File: config.mk
export PLATFORM = sky130hd
export DESIGN_NAME = ac_rms_window_meter_flat
export DESIGN_NICKNAME = d
export VERILOG_FILES = /design/src/hw/rtl/arwm_pkg.sv /design/src/hw/rtl/arwm_in_if.sv /design/src/hw/rtl/arwm_out_if.sv /design/src/hw/rtl/ac_rms_window_meter.sv /design/src/hw/rtl/arwm_datapath.sv /design/src/hw/rtl/arwm_ctrl.sv /design/src/flat_wrapper.sv
export SDC_FILE = /design/constraint.sdc
export NUM_CORES = 2
export LEC_CHECK = 0
export BUFFER_PORTS_ARGS = -buffer_cell sky130_fd_sc_hd__buf_4
export CAP_MARGIN = 20
export CORE_MARGIN = 10
export CORE_UTILIZATION = 45
export DETAILED_ROUTE_END_ITERATION = 7
export MAX_ROUTING_LAYER = met4
export PLACE_DENSITY = 0.64
export SYNTH_ARGS = -nofsm -noshare
export SYNTH_HDL_FRONTEND = slang
export SYNTH_SLANG_ARGS = --single-unit
File: constraint.sdc
create_clock -name clk -period 21.4 [get_ports clk]
set_input_delay 2.14 -clock clk [delete_from_list [all_inputs] [get_ports clk]]
set_output_delay 2.14 -clock clk [all_outputs]
set_load 0.05 [all_outputs]
File: src/hw/rtl/arwm_pkg.sv
`default_nettype none
package arwm_pkg;

	// event codes on the input channel
	typedef enum logic [1:0] {
		KIND_START  = 2'd0,
		KIND_SAMPLE = 2'd1,
		KIND_END    = 2'd2
	} arwm_kind_t;

	// operations of the shared end-of-window datapath
	typedef enum logic [2:0] {
		OP_NONE = 3'd0,
		OP_NS2  = 3'd1,
		OP_S1SQ = 3'd2,
		OP_DEN  = 3'd3,
		OP_DIV  = 3'd4,
		OP_SQRT = 3'd5
	} arwm_op_t;

	typedef enum logic [2:0] {
		ST_IDLE  = 3'd0,
		ST_LOAD  = 3'd1,
		ST_NS2   = 3'd2,
		ST_S1SQ  = 3'd3,
		ST_DEN   = 3'd4,
		ST_DIV   = 3'd5,
		ST_SQRT  = 3'd6,
		ST_EMPTY = 3'd7
	} arwm_state_t;

	typedef struct packed {
		logic     accept;
		arwm_op_t load;
		logic     step;
		logic     finish;
	} arwm_cmd_t;

	typedef struct packed {
		logic kind_end;
		logic win_open;
		logic count_zero;
		logic step_done;
		logic out_free;
	} arwm_status_t;

endpackage
`default_nettype wire

File: src/hw/rtl/arwm_in_if.sv
`default_nettype none
interface arwm_in_if #(
	parameter int SAMPLE_BITS = 16
) ();
	logic                          valid;
	logic                          ready;
	logic [1:0]                    kind;
	logic signed [SAMPLE_BITS-1:0] sample_value;
	logic                          sample_valid;

	modport source (output valid, kind, sample_value, sample_valid, input ready);
	modport sink   (input valid, kind, sample_value, sample_valid, output ready);
endinterface
`default_nettype wire

File: src/hw/rtl/arwm_out_if.sv
`default_nettype none
interface arwm_out_if #(
	parameter int SAMPLE_BITS = 16,
	parameter int COUNT_BITS  = 20
) ();
	logic                   valid;
	logic                   ready;
	logic [SAMPLE_BITS-1:0] rms_ac;
	logic [COUNT_BITS-1:0]  sample_count;
	logic                   empty_window;
	logic                   count_saturated;

	modport source (output valid, rms_ac, sample_count, empty_window, count_saturated,
		input ready);
	modport sink   (input valid, rms_ac, sample_count, empty_window, count_saturated,
		output ready);
endinterface
`default_nettype wire

File: src/hw/rtl/ac_rms_window_meter.sv
// AC RMS window meter. A start event opens a window and clears its sample
// count N, sum S1 and sum of squares S2; valid samples inside the open window
// are accumulated one per cycle, and once N reaches its all-ones maximum further
// samples are dropped and the saturation flag is set. An end event on an open
// window closes it and delivers one result, floor(sqrt(floor((N*S2-S1^2)/N^2))),
// with the count and flags; an end event with no open window, and event code 3,
// do nothing. Start and sample events never stall the input themselves. An end
// event on a non-empty window keeps the input stalled while one shift-add
// multiplier forms N*S2, S1^2 and N^2 one bit per cycle, a restoring divider
// produces one quotient bit per cycle over the whole numerator, and the square
// root resolves one result bit per cycle. An empty window skips the computation
// and reports a zero RMS. The result sits in an output register, so samples
// keep flowing while it waits; only another end event waits for that register
// to drain.
`default_nettype none
module ac_rms_window_meter #(
	parameter int SAMPLE_BITS = 16,
	parameter int COUNT_BITS  = 20
) (
	input wire logic   clk,
	input wire logic   arst_n,
	arwm_in_if.sink    item,
	arwm_out_if.source result
);
	import arwm_pkg::*;

	arwm_cmd_t    cmd;
	arwm_status_t status;

	// sequencer for the end-of-window computation and the input handshake
	arwm_ctrl u_ctrl (
		.clk        (clk),
		.arst_n     (arst_n),
		.item_valid (item.valid),
		.item_ready (item.ready),
		.status     (status),
		.cmd        (cmd)
	);

	// accumulators, shared multiply/divide/sqrt unit and result register
	arwm_datapath #(
		.SAMPLE_BITS (SAMPLE_BITS),
		.COUNT_BITS  (COUNT_BITS)
	) u_datapath (
		.clk             (clk),
		.arst_n          (arst_n),
		.cmd             (cmd),
		.status          (status),
		.kind            (item.kind),
		.sample_value    (item.sample_value),
		.sample_valid    (item.sample_valid),
		.result_ready    (result.ready),
		.result_valid    (result.valid),
		.rms_ac          (result.rms_ac),
		.sample_count    (result.sample_count),
		.empty_window    (result.empty_window),
		.count_saturated (result.count_saturated)
	);

`ifndef SYNTH
	// a closing transfer on an open window must stall the input next cycle
	a_end_stalls: assert property (@(posedge clk) disable iff (!arst_n)
		(item.valid && item.ready && status.kind_end && status.win_open) |=> !item.ready)
		else $error("input not stalled after window close");

	// the result register must be free whenever a new result is loaded
	a_finish_free: assert property (@(posedge clk) disable iff (!arst_n)
		cmd.finish |-> !result.valid)
		else $error("result overwritten before transfer");

	// no input transfer while the shared unit is iterating
	a_no_take_busy: assert property (@(posedge clk) disable iff (!arst_n)
		(cmd.step || cmd.load != OP_NONE) |-> !item.ready)
		else $error("input accepted during computation");
`endif

endmodule
`default_nettype wire

File: src/hw/rtl/arwm_datapath.sv
`default_nettype none
module arwm_datapath #(
	parameter int SAMPLE_BITS = 16,
	parameter int COUNT_BITS  = 20
) (
	input  wire logic                          clk,
	input  wire logic                          arst_n,
	input  wire arwm_pkg::arwm_cmd_t           cmd,
	output arwm_pkg::arwm_status_t             status,
	input  wire logic [1:0]                    kind,
	input  wire logic signed [SAMPLE_BITS-1:0] sample_value,
	input  wire logic                          sample_valid,
	input  wire logic                          result_ready,
	output logic                               result_valid,
	output logic [SAMPLE_BITS-1:0]             rms_ac,
	output logic [COUNT_BITS-1:0]              sample_count,
	output logic                               empty_window,
	output logic                               count_saturated
);
	import arwm_pkg::*;

	localparam int SB    = SAMPLE_BITS;
	localparam int SUM_W = SAMPLE_BITS + COUNT_BITS;
	localparam int SQ_W  = 2 * SAMPLE_BITS - 1 + COUNT_BITS;
	localparam int NUM_W = 2 * SAMPLE_BITS - 1 + 2 * COUNT_BITS;
	localparam int DEN_W = 2 * COUNT_BITS;
	localparam int Q_W   = 2 * SAMPLE_BITS - 1;
	localparam int CNT_W = $clog2(NUM_W + 1);

	// window accumulators
	logic                    open_q;
	logic [COUNT_BITS-1:0]   count_q;
	logic signed [SUM_W-1:0] sum_q;
	logic [SQ_W-1:0]         s2_q;
	logic                    sat_q;
	logic [2*SB-1:0]         sq_s1;
	logic                    sq_vld_s1;
	logic                    take_sample;
	logic                    start_take;

	logic [SB-1:0]           samp_u;
	logic [SB-1:0]           mag;
	logic [SUM_W-1:0]        sum_u;
	logic [SUM_W-1:0]        s1_mag;

	// end-of-window unit
	arwm_op_t                op_q;
	logic [CNT_W-1:0]        cnt_q;
	logic [NUM_W-1:0]        acc_q;
	logic [NUM_W-1:0]        mcand_q;
	logic [SUM_W-1:0]        mplier_q;
	logic [NUM_W-1:0]        ns2_q;
	logic [NUM_W-1:0]        num_q;
	logic [NUM_W-1:0]        num_diff;
	logic [DEN_W-1:0]        den_q;
	logic [DEN_W-1:0]        rem_q;
	logic [DEN_W:0]          rem_sh;
	logic                    div_ge;
	logic [DEN_W-1:0]        rem_nx;
	logic [Q_W-1:0]          quo_q;
	logic [Q_W-1:0]          rad_q;
	logic [Q_W-1:0]          root_q;
	logic [Q_W-1:0]          bit_q;
	logic [Q_W:0]            trial;
	logic                    sqrt_ge;
	logic                    out_valid_q;

	assign samp_u = sample_value;
	assign mag    = samp_u[SB-1] ? (~samp_u + 1'b1) : samp_u;
	assign sum_u  = sum_q;
	assign s1_mag = sum_u[SUM_W-1] ? (~sum_u + 1'b1) : sum_u;

	// a sample that really lands in the window
	assign take_sample = cmd.accept && (kind == KIND_SAMPLE) && open_q && sample_valid
		&& (count_q != '1);
	assign start_take  = cmd.accept && (kind == KIND_START);

	always_ff @(posedge clk or negedge arst_n) begin
		if (!arst_n) begin
			open_q    <= 1'b0;
			count_q   <= '0;
			sum_q     <= '0;
			s2_q      <= '0;
			sat_q     <= 1'b0;
			sq_vld_s1 <= 1'b0;
		end else begin
			sq_vld_s1 <= take_sample;
			// a start drops a square still in flight
			if (start_take) begin
				s2_q <= '0;
			end else if (sq_vld_s1) begin
				s2_q <= s2_q + SQ_W'(sq_s1);
			end
			if (cmd.accept) begin
				case (kind)
					KIND_START: begin
						open_q  <= 1'b1;
						count_q <= '0;
						sum_q   <= '0;
						sat_q   <= 1'b0;
					end
					KIND_SAMPLE: begin
						if (open_q && sample_valid) begin
							if (count_q == '1) begin
								sat_q <= 1'b1;
							end else begin
								count_q <= count_q + 1'b1;
								sum_q   <= sum_q + SUM_W'(sample_value);
							end
						end
					end
					KIND_END: begin
						open_q <= 1'b0;
					end
					default: begin
					end
				endcase
			end
		end
	end

	always_ff @(posedge clk) begin
		sq_s1 <= mag * mag;
	end

	assign num_diff = (acc_q > ns2_q) ? '0 : (ns2_q - acc_q);

	// restoring divide step
	assign rem_sh = {rem_q, num_q[NUM_W-1]};
	assign div_ge = (rem_sh >= {1'b0, den_q});
	assign rem_nx = div_ge ? DEN_W'(rem_sh - {1'b0, den_q}) : rem_sh[DEN_W-1:0];

	// digit-by-digit square root step
	assign trial   = {1'b0, root_q} + {1'b0, bit_q};
	assign sqrt_ge = ({1'b0, rad_q} >= trial);

	always_ff @(posedge clk) begin
		case (cmd.load)
			OP_NS2: begin
				op_q     <= OP_NS2;
				acc_q    <= '0;
				mcand_q  <= NUM_W'(s2_q);
				mplier_q <= SUM_W'(count_q);
				cnt_q    <= CNT_W'(COUNT_BITS);
			end
			OP_S1SQ: begin
				op_q     <= OP_S1SQ;
				ns2_q    <= acc_q;
				acc_q    <= '0;
				mcand_q  <= NUM_W'(s1_mag);
				mplier_q <= s1_mag;
				cnt_q    <= CNT_W'(SUM_W);
			end
			OP_DEN: begin
				op_q     <= OP_DEN;
				num_q    <= num_diff;
				acc_q    <= '0;
				mcand_q  <= NUM_W'(count_q);
				mplier_q <= SUM_W'(count_q);
				cnt_q    <= CNT_W'(COUNT_BITS);
			end
			OP_DIV: begin
				op_q  <= OP_DIV;
				den_q <= acc_q[DEN_W-1:0];
				rem_q <= '0;
				quo_q <= '0;
				cnt_q <= CNT_W'(NUM_W);
			end
			OP_SQRT: begin
				op_q   <= OP_SQRT;
				rad_q  <= quo_q;
				root_q <= '0;
				bit_q  <= {1'b1, {(Q_W-1){1'b0}}};
				cnt_q  <= CNT_W'(SAMPLE_BITS);
			end
			default: begin
				if (cmd.step) begin
					cnt_q <= cnt_q - 1'b1;
					case (op_q)
						OP_NS2, OP_S1SQ, OP_DEN: begin
							if (mplier_q[0]) begin
								acc_q <= acc_q + mcand_q;
							end
							mcand_q  <= mcand_q << 1;
							mplier_q <= mplier_q >> 1;
						end
						OP_DIV: begin
							rem_q <= rem_nx;
							num_q <= num_q << 1;
							quo_q <= {quo_q[Q_W-2:0], div_ge};
						end
						OP_SQRT: begin
							if (sqrt_ge) begin
								rad_q  <= rad_q - trial[Q_W-1:0];
								root_q <= (root_q >> 1) + bit_q;
							end else begin
								root_q <= root_q >> 1;
							end
							bit_q <= bit_q >> 2;
						end
						default: begin
						end
					endcase
				end
			end
		endcase
	end

	// result register
	always_ff @(posedge clk or negedge arst_n) begin
		if (!arst_n) begin
			out_valid_q <= 1'b0;
		end else if (cmd.finish) begin
			out_valid_q <= 1'b1;
		end else if (result_ready) begin
			out_valid_q <= 1'b0;
		end
	end

	always_ff @(posedge clk) begin
		if (cmd.finish) begin
			rms_ac          <= (count_q == '0) ? '0 : root_q[SB-1:0];
			sample_count    <= count_q;
			empty_window    <= (count_q == '0);
			count_saturated <= sat_q;
		end
	end

	assign result_valid      = out_valid_q;
	assign status.kind_end   = (kind == KIND_END);
	assign status.win_open   = open_q;
	assign status.count_zero = (count_q == '0);
	assign status.step_done  = (cnt_q == '0);
	assign status.out_free   = !out_valid_q || result_ready;

endmodule
`default_nettype wire

File: src/hw/rtl/arwm_ctrl.sv
`default_nettype none
module arwm_ctrl (
	input  wire logic                   clk,
	input  wire logic                   arst_n,
	input  wire logic                   item_valid,
	output logic                        item_ready,
	input  wire arwm_pkg::arwm_status_t status,
	output arwm_pkg::arwm_cmd_t         cmd
);
	import arwm_pkg::*;

	arwm_state_t state_q;
	arwm_state_t state_nx;
	logic        end_go;

	always_ff @(posedge clk or negedge arst_n) begin
		if (!arst_n) begin
			state_q <= ST_IDLE;
		end else begin
			state_q <= state_nx;
		end
	end

	// a closing event on an open window starts the computation
	assign end_go = item_valid && item_ready && status.kind_end && status.win_open;

	always_comb begin
		state_nx = state_q;
		case (state_q)
			ST_IDLE: begin
				if (end_go) begin
					state_nx = status.count_zero ? ST_EMPTY : ST_LOAD;
				end
			end
			ST_LOAD:  state_nx = ST_NS2;
			ST_NS2:   if (status.step_done) state_nx = ST_S1SQ;
			ST_S1SQ:  if (status.step_done) state_nx = ST_DEN;
			ST_DEN:   if (status.step_done) state_nx = ST_DIV;
			ST_DIV:   if (status.step_done) state_nx = ST_SQRT;
			ST_SQRT:  if (status.step_done) state_nx = ST_IDLE;
			ST_EMPTY: state_nx = ST_IDLE;
			default:  state_nx = ST_IDLE;
		endcase
	end

	always_comb begin
		item_ready = 1'b0;
		cmd        = '{accept: 1'b0, load: OP_NONE, step: 1'b0, finish: 1'b0};
		case (state_q)
			ST_IDLE: begin
				item_ready = status.out_free || !status.kind_end;
				cmd.accept = item_valid && item_ready;
			end
			ST_LOAD: cmd.load = OP_NS2;
			ST_NS2: begin
				if (status.step_done) cmd.load = OP_S1SQ;
				else cmd.step = 1'b1;
			end
			ST_S1SQ: begin
				if (status.step_done) cmd.load = OP_DEN;
				else cmd.step = 1'b1;
			end
			ST_DEN: begin
				if (status.step_done) cmd.load = OP_DIV;
				else cmd.step = 1'b1;
			end
			ST_DIV: begin
				if (status.step_done) cmd.load = OP_SQRT;
				else cmd.step = 1'b1;
			end
			ST_SQRT: begin
				if (status.step_done) cmd.finish = 1'b1;
				else cmd.step = 1'b1;
			end
			ST_EMPTY: cmd.finish = 1'b1;
			default: begin
			end
		endcase
	end

endmodule
`default_nettype wire
File: src/flat_wrapper.sv
// flat-port wrapper written by rule: the top's interface ports become plain ports
module ac_rms_window_meter_flat import arwm_pkg::*;
#(
	parameter int SAMPLE_BITS = 16,
	parameter int COUNT_BITS  = 20
)
  (clk, arst_n, item_valid, item_kind, item_sample_value, item_sample_valid, item_ready, result_valid, result_rms_ac, result_sample_count, result_empty_window, result_count_saturated, result_ready);
  arwm_in_if #(.SAMPLE_BITS(SAMPLE_BITS)) item_i ();
  arwm_out_if #(.SAMPLE_BITS(SAMPLE_BITS), .COUNT_BITS(COUNT_BITS)) result_i ();
  input wire logic clk;
  input wire logic arst_n;
  input wire logic [$bits(item_i.valid)-1:0] item_valid;
  input wire logic [$bits(item_i.kind)-1:0] item_kind;
  input wire logic [$bits(item_i.sample_value)-1:0] item_sample_value;
  input wire logic [$bits(item_i.sample_valid)-1:0] item_sample_valid;
  output wire logic [$bits(item_i.ready)-1:0] item_ready;
  output wire logic [$bits(result_i.valid)-1:0] result_valid;
  output wire logic [$bits(result_i.rms_ac)-1:0] result_rms_ac;
  output wire logic [$bits(result_i.sample_count)-1:0] result_sample_count;
  output wire logic [$bits(result_i.empty_window)-1:0] result_empty_window;
  output wire logic [$bits(result_i.count_saturated)-1:0] result_count_saturated;
  input wire logic [$bits(result_i.ready)-1:0] result_ready;
  assign item_i.valid = item_valid;
  assign item_i.kind = item_kind;
  assign item_i.sample_value = item_sample_value;
  assign item_i.sample_valid = item_sample_valid;
  assign item_ready = item_i.ready;
  assign result_valid = result_i.valid;
  assign result_rms_ac = result_i.rms_ac;
  assign result_sample_count = result_i.sample_count;
  assign result_empty_window = result_i.empty_window;
  assign result_count_saturated = result_i.count_saturated;
  assign result_i.ready = result_ready;
  ac_rms_window_meter #(.SAMPLE_BITS(SAMPLE_BITS), .COUNT_BITS(COUNT_BITS)) u_core (.clk(clk), .arst_n(arst_n), .item(item_i), .result(result_i));
endmodule
==> metrics <==
status finished clean; cell family with most CP delay adder cells; Synth Instances ~5,500; Final setup viols 0; area occupied by multi-input gates about 0.03 mm2; Top cell by count, worst path fa_1; Syn Std Cell Area about 0.052 mm2; htree depth 3; flop and latch count out of synthesis around 700; Detailed Route Iter0 Violations 3,234; clk_lat worst skew between 600 and 700 ps; Clock Pin Slew Worst Setup and Hold Paths around 60 ps; grt ovf 0; area leader, netlist edfxtp_1; CP peak stage delay ~590 ps; DP HPWL just over 100,000 um; drt drc 0; die height about 360 um; Hold Crit Class reg -> reg; Final Util 0.494; fin. max-slew vios 0; core area 0.116 mm2; initial antenna violation count 1; Synth top area share 0.319; register area share after synthesis 0.386; starting density of the core 0.452; first-pass GRT wire length roughly 210,000 um; Non-Filler Instances roughly 7,000; synth-to-layout area growth 9.19%; placed cells slightly below 7,000; largest net degree at the start of global routing 87; CTS root buffer clkbuf_16; RSZ-0062 raised after global routing no; worst slew pin tran 1120 ps; # fillers 10,700; final-report hold violation count 0; layout net count between 6,000 and 7,000; FF/Latch Area between 0.02 and 0.025 mm2; vias per cell ~5.7; Yosys warning count 0; vias in the first global route approximately 38,000; fin crit share 0.441; Pre-antenna DRT Iters 6; # resized after CTS 0; setup repair bufs after CTS 0; FFs w/ async S/R, synth 0.162; Top FF cell, synth edfxtp_1; reg-to-reg setup timing slack between 10,000 and 15,000 ps; CP Capture Type register; top cells by area, synth edfxtp_1 32%, ha_1 9.8%, fa_1 6.5%; DR vias 40,000; post-synth cell types 97; IO Pins 63; drt total wl roughly 130,000 um; drt wl/cell between 15 and 20 um; Startpoint Class primary input; Avg Cell Area, Syn between 9 and 10 um2; Critical Path RT 21,930 ps; total die area approximately 0.13 mm2; setup TNS 0 ps; TritonCTS clock tree done; hold-fix buffers at CTS 0; Final ANT Viol Nets 0; CTS Buf Count 83; Worst Path Buf+Inv 8; share of layout cells above drive strength 1 0.0580; EDFF count, synth between 500 and 600; skew final 58.6 ps; largest fanout on the critical path 9; min Tclk post-route 9440 ps; Crit path arrival time 9970 ps; die width 361 um; routability cong. 0.921; worst relative slew slack 0.241; clock sinks ~700; CTS Buffer Depth 3; crit path kind in -> reg; slowest CP cell or4_1; Max Cap Viol 0; fmax 106 MHz; GRT Resource Usage Total 0.206; std cell rows about 130; IO Port Bufs 62
## worst reg2reg max path, delay by kind of cell, from the launching register on
kind,cells,cell delay [ps]
AO/OA/AOI/OAI,10,3820
XOR/XNOR,1,140
adder cells (fa/ha/maj),2,750
buffers and inverters,1,420
flip-flops,1,460
AND/OR/NAND/NOR,6,1420
## metal layers
layer / wire (um) / GRT usage / part of all wire
met4: 2820 / 0.0487 / 0.021
met1: 63700 / 0.287 / 0.47
met5: 0 / - / 0
met2: 60100 / 0.315 / 0.45
met3: 7610 / 0.0289 / 0.057
## cell type report
cell class / instances / area share
diodes: 1 / 0.0000438
clock buffers: 101 / 0.0388
clock inverters: 50 / 0.0107
inverters: 452 / 0.0297
multi-input cells: 4113 / 0.519
flip-flops and latches: 702 / 0.353
well taps: 1524 / 0.0333
repair buffers: 112 / 0.0153
## through the flow
step / setup WS, ps / instance area [um2] / hold slack [ps]
2_1_floorplan: 12070 / 52400 / 423
3_3_place_gp: 11070 / 54300 / 439
3_5_place_dp: 10990 / 54300 / 456
4_1_cts: 11660 / 57200 / 470
5_1_grt: 11310 / 57200 / 484
6_report: 11960 / 57200 / 464
## synth_stat cells (54+ instances only)
master,n
edfxtp_1,557
nor3_1,71
o21ai_0,292
nor2_1,472
a21oi_1,400
fa_1,170
xnor2_1,219
xor2_1,189
a31oi_1,54
mux2i_1,65
dfrtp_1,114
clkbuf_1,200
nor2b_1,60
o21bai_1,71
and2_1,72
and3_1,64
inv_1,443
nand2_1,544
o31ai_1,100
nand4_1,91
nand3_1,88
ha_1,412
a21o_1,192
## worst paths after layout
path / cells after the start / start / to
min: 0 / u_core.u_datapath.sat_q / u_core.u_datapath.count_saturated
max: 31 / item_sample_value[5] / u_core.u_datapath.sq_s1[30]
max reg2reg: 20 / u_core.u_datapath.root_q[2] / u_core.u_datapath.rad_q[30]
min reg2reg: 0 / u_core.u_datapath.sat_q / u_core.u_datapath.count_saturated
max in group asynchronous: 2 / arst_n / u_core.u_datapath.s2_q[31]
min in group asynchronous: 1 / arst_n / u_core.u_datapath.open_q
## cell usage in the layout, fill, tap and decap left out, drive strengths merged, types with 88 or more instances in the layout
master / Yosys / routed
nor2: 472 / 472
edfxtp: 557 / 557
dfrtp: 114 / 114
a21oi: 400 / 400
nand3: 88 / 88
o31ai: 102 / 102
buf: 40 / 112
inv: 446 / 451
fa: 170 / 170
ha: 412 / 412
a21o: 192 / 192
clkbuf: 200 / 101
xnor2: 219 / 219
xor2: 189 / 189
nand4: 91 / 91
nand2: 544 / 544
o21ai: 308 / 308
## sequential cells by signal, summed over array words and instances, names as in the netlist, 3 cells and up
register / flops
u_core.u_datapath.quo_q: 31
u_core.u_ctrl.state_q: 3
u_core.u_datapath.s2_q: 51
u_core.u_datapath.op_q: 3
u_core.u_datapath.count_q: 20
u_core.u_datapath.rem_q: 40
u_core.u_datapath.rad_q: 31
u_core.u_datapath.rms_ac: 16
u_core.u_datapath.sum_q: 36
u_core.u_datapath.mplier_q: 36
u_core.u_datapath.acc_q: 71
u_core.u_datapath.ns2_q: 71
u_core.u_datapath.den_q: 40
u_core.u_datapath.num_q: 71
u_core.u_datapath.bit_q: 16
u_core.u_datapath.sample_count: 20
u_core.u_datapath.root_q: 31
u_core.u_datapath.sq_s1: 31
u_core.u_datapath.cnt_q: 7
u_core.u_datapath.mcand_q: 71
## kinds of logic (layout without fill, tap and decap cells)
group | count (synthesis) | after routing | synth area share
AO/OA/AOI/OAI | 1413 | 1413 | 0.173
adder cells (fa/ha/maj) | 582 | 582 | 0.163
AND/OR/NAND/NOR | 1633 | 1633 | 0.146
buffers and inverters | 694 | 715 | 0.0512
multiplexers | 66 | 66 | 0.0126
flip-flops | 702 | 702 | 0.386
XOR/XNOR | 408 | 408 | 0.0682
other | 2 | 12 | 0.000143
Power is not shown: default switching activity piles up to over one toggle a cycle in this logic, so the estimate is an artifact.
